## src/hdl/vn_pkg.sv

```systemverilog
`default_nettype none
package vn_pkg;

  localparam int FRAC_BITS_DEF = 16;
  localparam int IN_WIDTH_DEF  = 24;
  localparam int SUM_W         = 64;
  localparam int ROOT_W        = 32;
  localparam int NLANE         = 4;

endpackage
`default_nettype wire

```

## src/hdl/vn_norm_cell.sv

```systemverilog
`default_nettype none
module vn_norm_cell #(
  parameter int KB   = 5,
  parameter int KMAX = 24,
  parameter int P    = 1,
  parameter int SDW  = 8
) (
  input  wire logic                     clk,
  input  wire logic                     rst_n,
  input  wire logic                     en,
  input  wire logic                     vld_i,
  input  wire logic [vn_pkg::SUM_W-1:0] s_i,
  input  wire logic [KB-1:0]            k_i,
  input  wire logic [SDW-1:0]           side_i,
  output logic                          vld_r,
  output logic [vn_pkg::SUM_W-1:0]      s_r,
  output logic [KB-1:0]                 k_r,
  output logic [SDW-1:0]                side_r
);

  logic                     fits;
  logic [vn_pkg::SUM_W-1:0] s_nxt;
  logic [KB-1:0]            k_nxt;

  always_comb begin
    fits = (({1'b0, k_i} + (KB+1)'(P)) <= (KB+1)'(KMAX)) &&
           (s_i[vn_pkg::SUM_W-1 -: 2*P] == '0);
    s_nxt = fits ? (s_i << (2*P)) : s_i;
    k_nxt = fits ? (k_i + KB'(P)) : k_i;
  end

  always_ff @(posedge clk) begin
    if (!rst_n) begin
      vld_r <= 1'b0;
    end else if (en) begin
      vld_r <= vld_i;
    end
  end

  always_ff @(posedge clk) begin
    if (en) begin
      s_r    <= s_nxt;
      k_r    <= k_nxt;
      side_r <= side_i;
    end
  end

endmodule
`default_nettype wire

```

## config.mk

```make
export PLATFORM = sky130hd
export DESIGN_NAME = vn_norm_cell
export DESIGN_NICKNAME = d
export VERILOG_FILES = /design/src/hdl/vn_pkg.sv /design/src/hdl/vn_norm_cell.sv
export SDC_FILE = /design/constraint.sdc
export NUM_CORES = 1
export LEC_CHECK = 0
export BUFFER_PORTS_ARGS = -buffer_cell sky130_fd_sc_hd__buf_2
export CAP_MARGIN = 20
export CORE_MARGIN = 10
export CORE_UTILIZATION = 25
export CTS_CLUSTER_SIZE = 8
export DETAILED_ROUTE_END_ITERATION = 8
export PLACE_DENSITY = 0.51
export SETUP_SLACK_MARGIN = 0.05
export SYNTH_ARGS = -nofsm -noshare
export SYNTH_HDL_FRONTEND = slang
export SYNTH_SLANG_ARGS = --single-unit
export TNS_END_PERCENT = 100
```

## constraint.sdc

```tcl
create_clock -name clk -period 3.6 [get_ports clk]
set_clock_uncertainty 0.2 [all_clocks]
set_input_delay 1.08 -clock clk [delete_from_list [all_inputs] [get_ports clk]]
set_output_delay 1.08 -clock clk [all_outputs]
set_load 0.005 [all_outputs]
```

==> impl_metrics.py <==
metrics = {
    "critical_path": {
        "start_kind": "input port",
        "crit_slowest_cell": "or4_4",
        "max_stage_delay_ps": 500,
        "crit_fanout": 29,
        "path_class": "in -> reg",
        "arrival_ps": 2900,
        "cp.required_ps": 3490,
        "end_kind": "register",
        "crit_path_cell_trace": "buf_2 -> ha_1 -> nand2b_1 -> a21oi_1 -> or4_4 -> buf_4 -> mux2_4",
    },
    "finish": {
        "areaGrowthSynthToFinish_pct": 34.4,
        "final_util_pct": 34.4,
        "seq_area_sq_um": 2330,
        "fill_cells": 1371,
        "diodes": 0,
        "layout_common_cells": "157 x buf_2, 77 x edfxtp_1, 57 x mux2_4",
        "multi_input_area_sq_um": 1100,
        "drive_above_1_share_pct": 68.5,
        "design_area_sq_um": 4790,
        "final_common_cell": "buf_2",
        "fin_nets": 427,
        "final_cells": 529,
    },
    "clock_network": {
        "cts_setup_buffers": 0,
        "cts_sinks": 78,
        "clkLatencyLatePin_ps": 330,
        "root_buffer": "clkbuf_16",
        "clk_pin_slew_ps": 60,
        "clock_path_buffers": 2,
        "cts_tree": "built",
        "ctsHtreeMaxLevel": 3,
        "cts_buffers": 9,
        "hold_buffers": 0,
        "post_cts_resized": 0,
    },
    "place": {
        "gp_congestion": 0.771,
        "portBuffers": 158,
        "dp_slack_ps": 237,
        "placedCellCount": 514,
        "dpl.hpwl_microns": 7160,
        "placed_area_sq_um": 4510,
    },
    "sta": {
        "setup_viol": 0,
        "rsz0062_at_grt": "no",
        "slew_violations": 0,
        "setup_slack_ps": 582,
        "min_period_ps": 3020,
        "tightest_slew_ps": 519,
        "tns_ps": 0,
        "max_freq_ghz": 0.331,
        "post-route-period-util_pct": 83.8,
        "finalHoldViolCount": 0,
        "relSlewSlack_pct": 65.4,
        "holdWs_ps": 315,
    },
    "floorplan": {
        "pin_count": 159,
        "initial_utilization_pct": 25.6,
        "die_w_microns": 139,
        "fp.dieArea_sq_um": 19400,
        "core-area_sq_um": 13900,
        "rows": 43,
        "die_h_microns": 139,
    },
    "synthesis": {
        "synth_area_leaders": "edfxtp_1 65%, mux2_4 24%, buf_12 2.8%, mux2_2 1.6%, a21oi_1 0.56%",
        "synth_top_cell_by_area": "edfxtp_1",
        "synth_cells": 180,
        "yosysWarningCount": 0,
        "yosys.area_share.adder_pct": 0.351,
        "synth_top_family_by_area": "multiplexers",
        "synthMuxAreaShare_pct": 25.9,
        "synth-simple-area-share_pct": 2.39,
        "ys_ff_latch": 78,
        "syn_avg_cell_area_sq_um": 19.8,
        "syn-cell-area_sq_um": 3560,
        "synthXorXnorAreaFrac_pct": 0.246,
        "syn_nets": 262,
        "seq_area_frac_synth_pct": 65.4,
        "yosysUniqueCellTypes": 24,
        "synth_compound_area_share_pct": 1.83,
        "synth_top_area_share_pct": 64.9,
    },
    "route": {
        "drt_wl_total_microns": 9120,
        "via_per_inst": 4.14,
        "num_vias": 2189,
        "dr.first_iter.drc_count": 123,
        "drt-pass1-iter-count": 4,
        "ant_nets": 0,
        "drc_errors": 0,
        "routedWlPerCell_microns": 17.2,
    },
    "power_and_ir_drop": {
        "clockPowerShare_pct": 38.1,
        "switching_share_pct": 21.8,
        "p_int_mw": 1.80,
        "p_switching_uw": 502,
        "p_leak_nw": 2.17,
        "peakVddDrop_v": 0.000171,
        "finalPower_mw": 2.31,
        "powerDensity_nw_per_um2": 481,
        "combPwrFrac_pct": 13.6,
        "sequentialPowerShare_pct": 48.3,
    },
    "grt": {
        "grt_pass1_wl_microns": 14000,
        "grt_start_max_net_pins": 44,
        "antenna_found_initial": 0,
        "grt_busiest_layer": "met2",
        "grt_usage_pct": 9.29,
        "grt_overflow": 0,
        "grtUsageMet1_pct": 10.1,
        "grtUsageMet3_pct": 4.25,
        "use_met2_pct": 15.0,
        "grt_pass1_vias": 2455,
    },
    "status": {
        "status": "finished clean",
    },
    "flow_run": {
        "max-cap-violations": 0,
    },
    "hold_path": {
        "hold_class": "reg -> reg",
    },
}
-- worst max-delay path: cells and delay by family --
kind            cells  cell delay, ps
buf+inv             2             430
fa+ha+maj           1             270
mux                 1             360
compound gates      1              70
simple gates        2             660
-- kinds of logic after synthesis --
family	count (synthesis)
flip-flops	78
multiplexers	63
AND/OR/NAND/NOR	16
AO/OA/AOI/OAI	11
buffers and inverters	10
XOR/XNOR	1
adder cells (fa/ha/maj)	1
-- synth_stat cells --
master,count
a21oi_1,4
a31o_2,2
and2_1,2
and2b_1,1
buf_12,5
buf_6,1
buf_8,1
dfxtp_1,1
edfxtp_1,77
ha_1,1
inv_1,3
mux2_2,5
mux2_4,57
mux2i_1,1
nand2_1,4
nand2b_1,1
nand3_1,2
nand4_1,2
nor2_1,2
nor2b_1,1
o21ai_0,4
o31ai_1,1
or4_1,1
xnor2_1,1
-- registers in the layout, indices dropped and copies added, names as in the netlist --
signal	count
k_r	5
s_r	64
side_r	8
vld_r	1
-- final cells by class --
cell class / count / share of cell area, %
Sequential cell: 78 / 48.7
Multi-Input combinational cell: 92 / 22.9
Timing Repair Buffer: 161 / 17.6
Clock buffer: 11 / 4.86
Tap cell: 180 / 4.70
Clock inverter: 4 / 1.02
Inverter: 3 / 0.235
-- power groups by stage --
stage | registers [mW] | logic [mW] | clock network (mW)
2_1_floorplan | 1.15 | 0.136 | 0
3_3_place_gp | 1.13 | 0.318 | 0
3_5_place_dp | 1.13 | 0.324 | 0
4_1_cts | 1.12 | 0.323 | 0.916
5_1_grt | 1.12 | 0.344 | 0.955
6_report | 1.11 | 0.314 | 0.878
-- metal layers --
metal,up-vias,wire [microns]
li1,1035,-
met1,1046,3740
met2,97,4430
met3,11,806
met4,0,154
met5,-,0
-- worst paths after layout --
path / startpoint / end / slack [ps] / cells after the start
hold / removal: vld_r / vld_r / 320 / 2
hold reg to reg: vld_r / vld_r / 320 / 2
setup reg to reg: vld_r / vld_r / 2810 / 2
setup / recovery: k_i[0] / s_r[20] / 580 / 7
Power figures use the tool's default switching activity.
