### config.mk
export PLATFORM = sky130hd
export DESIGN_NAME = vn_sqrt_cell
export DESIGN_NICKNAME = d
export VERILOG_FILES = /design/src/hdl/vn_pkg.sv /design/src/hdl/vn_sqrt_cell.sv
export SDC_FILE = /design/constraint.sdc
export NUM_CORES = 1
export LEC_CHECK = 0
export ABC_AREA = 1
export BUFFER_PORTS_ARGS = -buffer_cell sky130_fd_sc_hd__buf_4
export CAP_MARGIN = 10
export CORE_MARGIN = 4
export CORE_UTILIZATION = 45
export DETAILED_ROUTE_END_ITERATION = 8
export PLACE_DENSITY = 0.77
export SYNTH_ARGS = -nofsm -noshare
export SYNTH_HDL_FRONTEND = slang
export SYNTH_SLANG_ARGS = --single-unit
export TNS_END_PERCENT = 5
### constraint.sdc
create_clock -name clk -period 1.5 [get_ports clk]
set_input_delay 0.075 -clock clk [delete_from_list [all_inputs] [get_ports clk]]
set_output_delay 0.075 -clock clk [all_outputs]
set_load 0.01 [all_outputs]
### src/hdl/vn_pkg.sv
`default_nettype none
package vn_pkg;

  localparam int FRAC_BITS_DEF = 16;
  localparam int IN_WIDTH_DEF  = 24;
  localparam int SUM_W         = 64;
  localparam int ROOT_W        = 32;
  localparam int NLANE         = 4;

endpackage
`default_nettype wire

### src/hdl/vn_sqrt_cell.sv
`default_nettype none
module vn_sqrt_cell #(
  parameter int SDW = 8
) (
  input  wire logic                      clk,
  input  wire logic                      rst_n,
  input  wire logic                      en,
  input  wire logic                      vld_i,
  input  wire logic [vn_pkg::SUM_W-1:0]  s_i,
  input  wire logic [vn_pkg::ROOT_W:0]   rem_i,
  input  wire logic [vn_pkg::ROOT_W-1:0] root_i,
  input  wire logic [SDW-1:0]            side_i,
  output logic                           vld_r,
  output logic [vn_pkg::SUM_W-1:0]       s_r,
  output logic [vn_pkg::ROOT_W:0]        rem_r,
  output logic [vn_pkg::ROOT_W-1:0]      root_r,
  output logic [SDW-1:0]                 side_r
);

  localparam int TW = vn_pkg::ROOT_W + 3;

  logic [TW-1:0]              trial;
  logic [TW-1:0]              tst;
  logic                       ge;
  logic [vn_pkg::ROOT_W:0]    rem_nxt;
  logic [vn_pkg::ROOT_W-1:0]  root_nxt;

  always_comb begin
    trial    = {rem_i, s_i[vn_pkg::SUM_W-1 -: 2]};
    tst      = TW'({root_i, 2'b01});
    ge       = trial >= tst;
    rem_nxt  = ge ? (vn_pkg::ROOT_W+1)'(trial - tst) : (vn_pkg::ROOT_W+1)'(trial);
    root_nxt = {root_i[vn_pkg::ROOT_W-2:0], ge};
  end

  always_ff @(posedge clk) begin
    if (!rst_n) begin
      vld_r <= 1'b0;
    end else if (en) begin
      vld_r <= vld_i;
    end
  end

  always_ff @(posedge clk) begin
    if (en) begin
      s_r    <= s_i << 2;
      rem_r  <= rem_nxt;
      root_r <= root_nxt;
      side_r <= side_i;
    end
  end

endmodule
`default_nettype wire

==> results of run 1 <==
==> critical path, cell delays in order <==
cell and delay [ns]:
buf_4 0.13, inv_4 0.06, ha_4 0.23, nand2_1 0.11
nand2_1 0.11, inv_1 0.08, nand2_2 0.06, inv_2 0.05
nand2_2 0.05, inv_1 0.08, nand3_2 0.09, nand2_2 0.10
nand2_4 0.07, buf_6 0.16, nand2_1 0.14, nand2_2 0.08
==> layer usage <==
metal	up-vias	share of wire
li1	3637	-
met2	535	0.50
met5	-	0
met1	3701	0.36
met3	108	0.092
met4	0	0.046
==> state kept, by name (all words and copies together) (netlist names) <==
signal,flops
side_r,8
root_r,32
rem_r,33
s_r,62
vld_r,1
==> cell usage in the layout (no fill, tap or decap), drive strengths merged <==
cell type	Yosys	final
a21oi	22	22
nor2	43	43
dlygate4sd3	0	133
bufinv	0	4
nand2	330	330
o21ai	3	3
nand3b	10	10
clkbuf	0	19
nand4	4	4
xor2	14	14
o211a	1	1
clkinvlp	0	2
nor3	9	9
clkinv	0	2
conb	1	2
buf	8	369
a21o	1	1
and2	7	7
edfxtp	135	135
and3	1	1
or2	1	1
inv	161	166
ha	34	34
dfxtp	1	1
nand3	40	40
==> final timing paths <==
kind	start	endpoint	depth (start not counted)
max	root_i[16]	rem_r[12]	16
min	en	rem_r[29]	1
max reg2reg	vld_r	vld_r	3
min reg2reg	vld_r	vld_r	3
==> report_power, final <==
group	switching, W	internal (W)	leakage, nW	total [W]
combinational	0.00184	0.00175	4.67	0.00359
clock	0.00184	0.00281	0.299	0.00466
sequential	0.000148	0.00462	1.33	0.00477
==> Yosys cell counts <==
cell type	number
buf_6	3
nand3b_1	10
ha_1	34
o211a_1	1
nand3_2	1
edfxtp_1	135
or2_2	1
xor2_1	14
inv_4	1
conb_1	1
nand3_1	39
nand2_1	327
inv_1	149
buf_4	5
nor2_1	38
o21ai_1	1
inv_2	11
nand2_2	2
a21o_1	1
nor3_1	9
nand2_4	1
dfxtp_1	1
and2_1	7
nor2_2	5
o21ai_0	2
a21oi_1	22
and3_1	1
nand4_1	4
==> cell families after synthesis <==
logic type               count (synthesis)
AND/OR/NAND/NOR                        445
buffers and inverters                  169
flip-flops                             136
adder cells (fa/ha/maj)                 34
AO/OA/AOI/OAI                           27
XOR/XNOR                                14
other                                    1
==> metrics by stage <==
stage          cell area [um2]  hold WS (ns)  utilization  instances
2_1_floorplan             7810         0.168            -        827
3_3_place_gp             10900         0.253        0.683       1400
3_5_place_dp             10900         0.254        0.683       1400
4_1_cts                  12800        0.0406        0.807       1565
5_1_grt                  13000        0.0465        0.817       1569
6_report                 13000        0.0404        0.817       1569
==> final cells by class <==
class	count	area, um2	share of cell area
Timing Repair Buffer	502	4220	0.325
Inverter	161	639	0.0493
Sequential cell	136	4070	0.314
Tap cell	216	270	0.0208
Multi-Input combinational cell	522	3150	0.243
Clock buffer	19	433	0.0334
Clock inverter	13	193	0.0149
==> timing repair <==
action | 4_1_cts | 5_1_grt
hold buffers | 133 | 0
hold endpoints to repair | 132 | 0
buffers inserted | 0 | 4
endpoints found under the setup margin | 0 | 33
resized for setup | 0 | 41
==> reports/results.ini, run 1 <==
[outcome]
status = finished with violations
failed_checks = setup timing

[global_routing]
gr-usage-met2 = 0.612
grt_max_degree = 29
antenna_found_initial = 0
grt_pass1_wl_mm = 48.0
grt_pass1_vias = 8206
grt_util_met1 = 0.408
grt_use_met3 = 0.0866
track_usage = 0.350
grt-busiest-layer = met2
grt.overflow.total = 0

[clocking]
path_clk_slew_ns = 0.06
cts.sinks = 136
clock_path_buffers = 2
htree_levels = 4
cts_tree = built
cts_made_buffers = 17
cts-root-buf = clkbuf_16
clkLatencyLatePin_ns = 0.43

[synthesis]
synth_top_family_by_area = simple AND/OR/NAND/NOR gates
yosysWarnings = 0
ys_ff_latch = 136
syn_avg_cell_area_um2 = 8.81
synth_top_cell_by_area = edfxtp_1
synth_area_leaders = edfxtp_1 56%, nand2_1 17%, inv_1 7.7%
synth.yosys.seq_area_share = 0.560
yosysTopAreaCellShare = 0.557
synth_compound_area_frac = 0.0196
synth-simple-area-share = 0.252
syn_inst = 826
synth.distinct_cells = 28
synthAdderAreaFrac = 0.0584
syn_area_mm2 = 0.00728
yosys-mux-area-fraction = 0
synth_xor_area_frac = 0.0168

[power_and_ir_drop]
power.leakage_nw = 6.30
p_per_area_mw_per_mm2 = 1000
ir_drop_v = 0.000739
total_power_w = 0.0130

[timing]
finalCritPeriodShare = 1.00
period_needed_ns = 1.50
fmax_mhz = 666
slew_violations = 0
tns_ns = -0.00252
rsz0062_at_grt = yes
fin_ws_ns = -0.00235
fin_skew_ns = 0
final-setup-viol-count = 2
hold_viol = 0

[detailed_routing]
finalWirelength_mm = 32.4
drt-initial-drc-count = 731
vias = 7981
detail-route-antenna-nets = 0
viasPerCell = 5.09
drc_errors = 0
avgRoutedWirePerCell_um = 20.6
firstDrtPassIters = 7

[critical_path]
ff2ff_setup_slack_ns = 0.18
critPathKind = in2reg
required_ns = 1.68
cp-end-kind = flop
path_max_fanout = 11
crit_path_start_kind = primary input
arrival_ns = 1.68

[die]
pin_count = 279
initial_core_util = 0.458
die_y_um = 135
dieArea_mm2 = 0.0183
die_w_um = 135
fp-row-count = 46
core_mm2 = 0.0159

[placement]
hpwl_mm = 19.2
place.gp.congestion = 0.979
numPortBuffers = 276
dpl_worst_slack_ns = -0.450

[finish]
final_layout_size_suffix_gt1_frac = 0.391
n_fill_cell = 928
layout.nets = 1515
syn2layout_area_growth_pct = 78.2
antenna_cells = 0

[run]
maxCapViolCount = 0

[hold_path]
hold_class = in2reg

(Power assumes the default switching activity.)
==> run 2, diff against run 1 <==
==> constraint.sdc (replaced) <==
create_clock -name clk -period 1.5 [get_ports clk]
set_input_delay 0.45 -clock clk [delete_from_list [all_inputs] [get_ports clk]]
set_output_delay 0.45 -clock clk [all_outputs]
set_load 0.01 [all_outputs]
==> run 2 against run 1 <==
The run still ends with setup timing left. Die area stayed put. Utilization is 9.5 points lower. Via count is 16% lower. Clock skew stayed put. Cell count is 8.7% lower. Final area is 12% lower. Sequential share of layout area is 4.1 points higher. Flip-flop and latch count stayed put. Worst hold slack better by 0.15 ns. Maximum frequency is 17% lower. Sequential power is 0.8% lower. Global-route usage is 8.6 points lower. Highest routed layer unchanged.
==> reports/results.ini, run 2 (synthesis gave the netlist of run 1 again) <==
[global_routing]
grt_pass1_wl_mm = 36.4
grt_pass1_vias = 6542
antenna_found_initial = 0
track_usage = 0.264
grt_max_degree = 44
grt.overflow.total = 0

[placement]
dpl_worst_slack_ns = -0.828
placed_area_mm2 = 0.0108
numPortBuffers = 276
place.gp.congestion = 0.967
hpwl_mm = 19.1

[finish]
ff_latch_area_mm2 = 0.00407
antenna_cells = 0
final_common_cell = buf_4
n_fill_cell = 1235
regMostFlops = s_r
largest_reg_flops = 62
mostFrequentLayoutCells = 356 x buf_4, 299 x nand2_1, 135 x edfxtp_1
syn2layout_area_growth_pct = 57.6
final_layout_size_suffix_gt1_frac = 0.417
multi_input_area_mm2 = 0.00310
design_area_mm2 = 0.0115
layout.nets = 1378
reg_top3 = s_r (62), rem_r (33), root_r (32)

[critical_path]
cpMaxStageDelayCell = ha_4
critPathKind = in2reg
crit_start = root_i[2]
cpMostUsedCell = nand2_1
path_max_fanout = 11
ff2ff_setup_slack_ns = 0.86
arrival_ns = 2.00
max_stage_delay_ns = 0.27
crit_chain = buf_4 -> inv_12 -> ha_4 -> nand2_1 -> nand2_2 -> nand2_1 -> nand2_1 -> nand2_1 -> nand2_1 -> nand2_1 -> nand3_2 -> nand2_2 -> nand2_4 -> inv_4 -> buf_12 -> nand2_1 -> nand2_1
r2r-start = vld_r
required_ns = 1.68
crit_path_start_kind = primary input
rr_worst_depth = 2
cp-end-kind = flop
timing.rr.end = vld_r

[power_and_ir_drop]
ir_drop_v = 0.000751
power.leakage_nw = 5.68
p_per_area_mw_per_mm2 = 1030

[hold_path]
hold_depth = 1
hold_class = in2reg
min_delay_worst_endpoint = s_r[57]
worstHoldStart = s_i[55]

[detailed_routing]
viasPerCell = 4.67
finalWirelength_mm = 24.1
detail-route-antenna-nets = 0
drt-initial-drc-count = 331
drc_errors = 0
firstDrtPassIters = 5
vias = 6684
avgRoutedWirePerCell_um = 16.8

[die]
die_y_um = 135
initial_core_util = 0.458
dieArea_mm2 = 0.0183
die_w_um = 135
pin_count = 279
fp-row-count = 46
core_mm2 = 0.0159

[clocking]
cts_made_buffers = 17
cts.sinks = 136
clock_path_buffers = 2
cts_tree = built
path_clk_slew_ns = 0.07
hold_buffers = 0
clkLatencyLatePin_ns = 0.43
cts-root-buf = clkbuf_16
htree_levels = 4

[timing]
period_needed_ns = 1.82
hold_viol = 0
final-setup-viol-count = 34
finalCritPeriodShare = 1.21
fin_ws_ns = -0.320
slew_violations = 0
fin_skew_ns = 0
rsz0062_at_grt = yes
fmax_mhz = 549

[run]
maxCapViolCount = 0

[outcome]
failed_checks = setup timing
status = finished with violations

==> run 2: changes by cell type in the layout (fill, tap and decap cells not counted), sizes merged <==
| cell | delta |
|---|---|
| dlygate4sd3 | -133 |
| buf | -4 |
| inv | +3 |
| clkbuf | -2 |
| clkinv | +2 |
| clkinvlp | +1 |
| bufinv | -4 |
==> run 2: area by class of cell <==
type / count / share of cell area
Timing Repair Buffer: 365 / 0.246
Clock inverter: 15 / 0.0116
Inverter: 161 / 0.0560
Tap cell: 216 / 0.0236
Sequential cell: 136 / 0.355
Multi-Input combinational cell: 522 / 0.270
Clock buffer: 17 / 0.0371
==> run 2: through the flow <==
stage,util,std cells,hold WS (ns),TNS (ns),power (W)
floorplan,-,827,0.543,-13.58,0.00620
global placement,0.680,1396,0.532,-24.61,0.00774
detailed placement,0.680,1396,0.541,-25.14,0.00781
CTS,0.720,1432,0.175,-8.57,0.0119
global route,0.722,1432,0.167,-12.87,0.0124
finish,0.722,1432,0.191,-9.86,0.0118
==> run 2: per-layer routing <==
metal	wire length, um	track usage	share of wire	vias up
li1	-	-	-	3359
met1	9190	0.306	0.38	3041
met2	12100	0.467	0.50	250
met3	2260	0.0851	0.094	34
met4	573	0.0795	0.024	0
met5	0	0	0	-
==> run 2: worst max-delay path: cells and delay by family <==
kind	cells	cell delay (ns)
adders and majority gates	1	0.27
buffers and inverters	4	0.36
and+or+nand+nor	12	0.90
==> run 2: what timing repair did <==
action,4_1_cts,5_1_grt
gates cloned,0,0
resized for setup,13,9
buffers inserted,4,0
pin swaps,7,0
setup endpoints to repair,34,34
==> run 2: worst max-delay path by stage <==
stage	to	slack, ns	depth (start not counted)
after global routing	rem_r[11]	-0.41	17
final	rem_r[22]	-0.32	17
after global placement	rem_r[24]	-0.83	16
after CTS	rem_r[31]	-0.28	17
after floorplan	rem_r[31]	-0.42	16
after detailed placement	rem_r[24]	-0.83	16
==> run 2: report_power, final <==
part | leakage (nW) | switching (W) | internal [W]
Sequential | 1.33 | 0.000113 | 0.00462
Clock | 0.264 | 0.00183 | 0.00217
Combinational | 4.09 | 0.00157 | 0.00149
Total | 5.68 | 0.00351 | 0.00828
