==> config.mk <==
export PLATFORM = sky130hd
export DESIGN_NAME = vn_div_cell
export DESIGN_NICKNAME = d
export VERILOG_FILES = /design/src/hdl/vn_pkg.sv /design/src/hdl/vn_div_cell.sv
export SDC_FILE = /design/constraint.sdc
export NUM_CORES = 1
export LEC_CHECK = 0
export BUFFER_PORTS_ARGS = -buffer_cell sky130_fd_sc_hd__buf_4
export CAP_MARGIN = 30
export CORE_MARGIN = 8
export CORE_UTILIZATION = 28
export DETAILED_ROUTE_END_ITERATION = 10
export GPL_TIMING_DRIVEN = 1
export HOLD_SLACK_MARGIN = 0.15
export SYNTH_ARGS = -nofsm -noshare
export SYNTH_HDL_FRONTEND = slang
export SYNTH_SLANG_ARGS = --single-unit
==> constraint.sdc <==
create_clock -name clk -period 4.19 [get_ports clk]
set_clock_uncertainty 0.15 [all_clocks]
set_input_delay 0.838 -clock clk [delete_from_list [all_inputs] [get_ports clk]]
set_output_delay 0.838 -clock clk [all_outputs]
set_load 0.02 [all_outputs]
==> src/hdl/vn_pkg.sv <==
`default_nettype none
package vn_pkg;

  localparam int FRAC_BITS_DEF = 16;
  localparam int IN_WIDTH_DEF  = 24;
  localparam int SUM_W         = 64;
  localparam int ROOT_W        = 32;
  localparam int NLANE         = 4;

endpackage
`default_nettype wire

==> src/hdl/vn_div_cell.sv <==
`default_nettype none
module vn_div_cell #(
  parameter int QW  = 24,
  parameter int SDW = 9
) (
  input  wire logic                                         clk,
  input  wire logic                                         rst_n,
  input  wire logic                                         en,
  input  wire logic                                         vld_i,
  input  wire logic [vn_pkg::ROOT_W-1:0]                    len_i,
  input  wire logic [vn_pkg::NLANE-1:0][vn_pkg::ROOT_W-1:0] rem_i,
  input  wire logic [vn_pkg::NLANE-1:0][QW-1:0]             dl_i,
  input  wire logic [vn_pkg::NLANE-1:0][QW-1:0]             q_i,
  input  wire logic [SDW-1:0]                               side_i,
  output logic                                              vld_r,
  output logic [vn_pkg::ROOT_W-1:0]                         len_r,
  output logic [vn_pkg::NLANE-1:0][vn_pkg::ROOT_W-1:0]      rem_r,
  output logic [vn_pkg::NLANE-1:0][QW-1:0]                  dl_r,
  output logic [vn_pkg::NLANE-1:0][QW-1:0]                  q_r,
  output logic [SDW-1:0]                                    side_r
);

  logic [vn_pkg::NLANE-1:0][vn_pkg::ROOT_W:0]   trial;
  logic [vn_pkg::NLANE-1:0]                     ge;
  logic [vn_pkg::NLANE-1:0][vn_pkg::ROOT_W-1:0] rem_nxt;
  logic [vn_pkg::NLANE-1:0][QW-1:0]             q_nxt;

  always_comb begin
    for (int i = 0; i < vn_pkg::NLANE; i++) begin
      trial[i]   = {rem_i[i], dl_i[i][QW-1]};
      ge[i]      = trial[i] >= {1'b0, len_i};
      rem_nxt[i] = ge[i] ? vn_pkg::ROOT_W'(trial[i] - {1'b0, len_i})
                         : vn_pkg::ROOT_W'(trial[i]);
      q_nxt[i]   = {q_i[i][QW-2:0], ge[i]};
    end
  end

  always_ff @(posedge clk) begin
    if (!rst_n) begin
      vld_r <= 1'b0;
    end else if (en) begin
      vld_r <= vld_i;
    end
  end

  always_ff @(posedge clk) begin
    if (en) begin
      len_r  <= len_i;
      side_r <= side_i;
      for (int i = 0; i < vn_pkg::NLANE; i++) begin
        rem_r[i] <= rem_nxt[i];
        dl_r[i]  <= dl_i[i] << 1;
        q_r[i]   <= q_nxt[i];
      end
    end
  end

endmodule
`default_nettype wire
==> results of run 1 <==
==> final cells by class <==
class	instances	area [sq um]
flip-flops and latches	358	10700
clock buffers	50	1120
inverters	70	263
well taps	940	1180
diodes	3	7.51
multi-input cells	1099	8330
fillers	6661	40900
repair buffers	908	7000
clock inverters	24	249
==> worst max-delay path, stage by stage <==
cell and delay (ns):
buf_4 0.11, inv_1 0.30, ha_1 0.32, a21o_1 0.18, a21o_1 0.17, a21oi_1 0.15
o21a_1 0.15, o21ai_1 0.08, or4_1 0.42, o21ai_1 0.26, o211a_2 0.29, buf_12 0.20
mux2_2 0.35
==> layer usage <==
metal | GRT usage [%] | up-vias | part of all wire [%]
met5 | 0 | - | 0.028
met4 | 5.95 | 4 | 2.9
met3 | 6.03 | 98 | 8.0
met2 | 39.5 | 621 | 55
met1 | 19.5 | 8068 | 34
li1 | - | 7778 | -
==> synth_stat cells (15+ instances only) <==
library cell | count | share of area [%]
xnor2_1 | 63 | 2.8
mux2_1 | 26 | 1.5
o21ai_0 | 81 | 2.1
mux2_4 | 53 | 4.1
xor2_1 | 45 | 2.0
nand3_1 | 36 | 0.92
a21oi_1 | 123 | 3.1
nand4_1 | 26 | 0.83
o21bai_1 | 19 | 0.73
a21o_1 | 53 | 2.0
clkbuf_1 | 31 | 0.59
nand2_1 | 115 | 2.2
nor2b_1 | 16 | 0.51
inv_1 | 69 | 1.3
ha_1 | 128 | 8.2
nand2b_1 | 15 | 0.48
nor2_1 | 69 | 1.3
nor3_1 | 27 | 0.69
edfxtp_1 | 357 | 55
==> through the flow <==
stage | util (%) | area (sq um) | setup TNS [ns] | hold slack [ns] | worst slack, ns
floorplan | - | 19600 | 0 | 0.439 | 0.487
global placement | 39.4 | 27500 | -0.0401 | 0.356 | -0.0119
detailed placement | 39.4 | 27500 | -0.0874 | 0.398 | -0.0404
CTS | 41.4 | 28900 | 0 | 0.249 | 0.575
global route | 41.4 | 28900 | 0 | 0.250 | 0.313
finish | 41.4 | 28900 | 0 | 0.296 | 0.509
==> logic make-up (layout without fill, tap and decap cells) <==
family | Yosys count | in the layout | synth area share, %
adder cells (fa/ha/maj) | 132 | 132 | 8.57
other | 1 | 7 | 0.0191
flip-flops | 358 | 358 | 54.7
AO/OA/AOI/OAI | 405 | 405 | 13.7
AND/OR/NAND/NOR | 352 | 352 | 8.63
XOR/XNOR | 108 | 108 | 4.82
buffers and inverters | 124 | 1052 | 2.99
multiplexers | 98 | 98 | 6.58
==> sequential cells by signal (all words and copies together), names as in the netlist <==
name	flops
dl_r	92
rem_r	128
len_r	32
vld_r	1
q_r	96
side_r	9
==> placed cells by master (no fill, tap or decap), drive strengths merged, types with 63 or more instances in the layout <==
cell type,count
nand2,116
ha,128
mux2,89
buf,908
o21ai,94
edfxtp,357
a21oi,128
xnor2,63
nor2,69
inv,73
==> power by group through the flow <==
stage | clock network, mW | registers (mW) | logic, mW
after floorplan | 0 | 5.12 | 1.33
after detailed placement | 0 | 4.65 | 3.54
after CTS | 3.86 | 4.59 | 3.55
after global routing | 3.97 | 4.61 | 3.76
final | 3.72 | 4.58 | 3.52
after global placement | 0 | 4.65 | 3.52
==> worst max path at each step <==
stage | startpoint | to | slack (ns) | cells past startpoint
final | len_i[18] | rem_r[35] | 0.51 | 13
after global routing | len_i[2] | rem_r[86] | 0.31 | 13
after CTS | len_i[18] | rem_r[34] | 0.58 | 13
after detailed placement | len_i[18] | rem_r[34] | -0.04 | 13
after global placement | len_i[1] | rem_r[99] | -0.01 | 14
after floorplan | len_i[10] | rem_r[10] | 0.49 | 13
==> impl_metrics.yaml, run 1 <==
power:
  seq_power_share_pct: 38.7
  p_per_area_nw_per_um2: 409
  power.switching_mw: 3.60
  p_total_mw: 11.8
  switching_share_pct: 30.5
  power_leakage_nw: 12.6
  irDropWorstVdd_mv: 0.257
  combPwrFrac_pct: 29.8
  p_int_mw: 8.22
  clockPowerShare_pct: 31.5
floorplanning:
  dieHeight_um: 281
  die_x_um: 281
  ios: 727
  initial_core_util_pct: 28.1
  dieArea_sq_um: 78800
  core_area_sq_um: 69800
  rows: 97
route:
  drc_errors: 0
  totalWireLength_mm: 83.5
  avgViaCountPerCell: 4.80
  drt_iter0_drc: 945
  ant_nets: 0
  vias: 16600
  first_pass_iters: 5
  routedWlPerCell_um: 24.2
yosys:
  synth-seq-cells: 358
  synth-seq-area-share_pct: 54.7
  avgSynthCellArea_sq_um: 12.4
  ys.flop_type: "edfxtp_1"
  synth-async-reset-ratio_pct: 0
  synth_area_sq_um: 19600
  yosysUniqueCellTypes: 80
  synth_cells: 1578
  synth_edf_count: 357
  yosysWarnings: 0
sta:
  tightest_slew_ns: 0.773
  finalSetupViolCount: 0
  fin_crit_ns: 3.68
  relSlewSlack_pct: 48.4
  rsz0062_at_grt: "no"
  fin_crit_sh_pct: 87.9
  fmax_mhz: 272
  drv_slew: 0
  hold_viol_final: 0
clock_network:
  htree_levels: 2
  cts_resized: 0
  clockRootBuffer: "clkbuf_16"
  clk_pin_slew_ns: 0.06
  post-cts-setup-buffer-count: 0
  cts_buffers: 44
  cts_buffer_depth: 3
  clock_latency_ns: 0.56
  hold_buffers: 0
  cts.sinks: 358
  cts_tree: "done"
critical_path:
  crit_fanout: 18
  crit_path_end_kind: "flip-flop"
  r2r-start: "vld_r"
  worstPathRequired_ns: 4.36
  r2r-end: "vld_r"
  startpoint_type: "input pin"
  rrSetupSlack_ns: 3.42
  critical_path_arrival_ns: 3.85
  reg2reg_depth: 2
  crit_type: "in2reg"
global_routing:
  grt.overflow.total: 0
  antenna_found_initial: 6
  grt_util_all_layers_pct: 19.9
  first_global_vias: 17500
  grt_max_degree: 85
  grt_first_pass_wirelength_mm: 117
placed_design:
  place_inst: 3375
  hpwl_mm: 69.5
  place_congestion: 0.914
  io_buffers: 718
hold_path:
  hp-start: "len_i[26]"
  hp-class: "in2reg"
  min_to: "len_r[26]"
  hold_depth: 1
flow_run:
  cap_violations: 0
cells_and_area:
  syn_to_final_growth_pct: 47.1
  drive_gt1_share_pct: 42.4
  final_nets: 2978
  final_cell_count_no_fill: 3452
outcome:
  status: "completed"
Power figures use the tool's default switching activity.
==> inputs of run 2 (changes only) <==
==> constraint.sdc (replaced) <==
create_clock -name clk -period 3.9 [get_ports clk]
set_clock_uncertainty 0.15 [all_clocks]
set_input_delay 0.78 -clock clk [delete_from_list [all_inputs] [get_ports clk]]
set_output_delay 0.78 -clock clk [all_outputs]
set_load 0.02 [all_outputs]
==> run 2 against run 1 <==
Against the previous run: routed wire length grew 0.71%; final area grew 2.9%; highest routed layer unchanged; sequential cell count is the same; register-to-register slack lost 0.26 ns; non-clock buffer count grew 110; first-iteration DRC count shrank 25%; combinational power grew 11%; global-route usage grew 0.22 points.
==> impl_metrics.yaml, run 2 (synthesis gave the netlist of run 1 again) <==
critical_path:
  cp_slowest_cell: "mux2_2"
  crit_path_end_kind: "flip-flop"
  cpPeakStageDelay_ns: 0.37
  crit_type: "in2reg"
  worstPathRequired_ns: 4.06
  startpoint_type: "input pin"
  crit_fanout: 31
  path_cells: "buf_4 > inv_1 > buf_12 > ha_1 > nor2b_1 > o2111ai_1 > a21oi_2 > o21ai_1 > buf_4 > a2111oi_4 > o31ai_4 > a21oi_2 > o31ai_4 > buf_12 > mux2_2"
  critical_path_arrival_ns: 3.74
cells_and_area:
  seqCellArea_sq_um: 10700
  reg.largest.list: "rem_r x128, q_r x96, dl_r x92"
  largest_register_ffs: 128
  layout_common_cells: "996 x buf_4, 357 x edfxtp_1, 128 x ha_1"
  largest_register: "rem_r"
  mostFrequentLayoutCell: "buf_4"
  multi_input_area_sq_um: 8330
  final_nets: 3086
  drive_gt1_share_pct: 44.7
  syn_to_final_growth_pct: 51.4
  fillCellCount: 6588
route:
  drc_errors: 0
  routedWlPerCell_um: 23.6
  vias: 16900
  totalWireLength_mm: 84.1
  avgViaCountPerCell: 4.76
  first_pass_iters: 6
  ant_nets: 0
  drt_iter0_drc: 712
sta:
  rsz0062_at_grt: "no"
  finalSetupViolCount: 0
  fin_crit_ns: 3.58
  fin_crit_sh_pct: 91.8
  fmax_mhz: 279
  timing.hold.ws_ns: 0.232
  finalWorstSetupSlack_ns: 0.320
  drv_slew: 0
  hold_viol_final: 0
  relSlewSlack_pct: 37.5
  tightest_slew_ns: 0.937
hold_path:
  hp-class: "in2reg"
clock_network:
  hold_buffers: 0
  htree_levels: 2
  clockRootBuffer: "clkbuf_16"
  cts.sinks: 358
  cts_buffers: 42
  cts_buffer_depth: 3
  post-cts-setup-buffer-count: 0
  cts_tree: "done"
  clk_pin_slew_ns: 0.07
  clock_latency_ns: 0.56
  cts_resized: 0
global_routing:
  busiest_layer: "met2"
  met1_usage_pct: 19.7
  first_global_vias: 18100
  use_met2_pct: 38.9
  grt_util_all_layers_pct: 20.2
  grt_first_pass_wirelength_mm: 119
  antenna_found_initial: 7
  use_met3_pct: 5.79
  grt.overflow.total: 0
  grt_max_degree: 101
power:
  irDropWorstVdd_mv: 0.261
  p_per_area_nw_per_um2: 425
  power_leakage_nw: 13.1
floorplanning:
  ios: 727
  die_x_um: 281
  dieHeight_um: 281
  initial_core_util_pct: 28.1
  rows: 97
  dieArea_sq_um: 78800
  core_area_sq_um: 69800
flow_run:
  cap_violations: 0
placed_design:
  place_ws_ns: -0.248
  io_buffers: 718
  hpwl_mm: 70.9
  place_congestion: 0.905
outcome:
  status: "completed"
## run 2: cell count changes in the layout (fill, tap and decap cells not counted), sizes merged
cell,previous run,this run
buf,908,1018
clkbuf,50,54
bufinv,4,2
inv,73,71
## run 2: final timing paths
| path | startpoint | depth (start not counted) | to | slack (ns) |
|---|---|---|---|---|
| worst max-delay path | len_i[1] | 15 | rem_r[3] | 0.32 |
| worst min-delay path | q_i[16] | 1 | q_r[17] | 0.23 |
| worst max register to register | vld_r | 2 | vld_r | 3.16 |
| worst min register to register | vld_r | 2 | vld_r | 0.38 |
## run 2: power breakdown
group,internal [mW],switching [mW],total (mW)
clock network,2.16,1.62,3.79
registers,4.77,0.155,4.92
logic,1.84,2.07,3.92
## run 2: stage by stage
step	utilization, %	TNS (ns)	cells	power, mW	cell area (sq um)
floorplan	-	0	1581	6.93	19600
global placement	40.7	-16.19	3485	8.91	28400
detailed placement	40.7	-18.07	3485	8.94	28400
CTS	42.6	0	3559	12.8	29700
global route	42.6	0	3560	13.2	29700
finish	42.6	0	3562	12.6	29700
## run 2: worst max-delay path, delay by kind of cell
family / cells / cell delay (ns)
AOI/OAI and AO/OA: 7 / 1.32
adders and majority gates: 1 / 0.23
buffers and inverters: 5 / 0.84
muxes: 1 / 0.37
and+or+nand+nor: 1 / 0.16
## run 2: metal layers
layer	routed length, um	vias to the layer above
li1	-	8012
met3	6400	130
met1	28800	8185
met2	44700	613
met5	25	-
met4	4110	4
## run 2: layout make-up
| type | instances | area share (%) |
|---|---|---|
| flip-flops and latches | 358 | 36.1 |
| well taps | 940 | 3.96 |
| diodes | 3 | 0.0253 |
| multi-input cells | 1099 | 28.0 |
| clock buffers | 54 | 3.76 |
| repair buffers | 1018 | 26.6 |
| inverters | 70 | 0.884 |
| clock inverters | 20 | 0.602 |
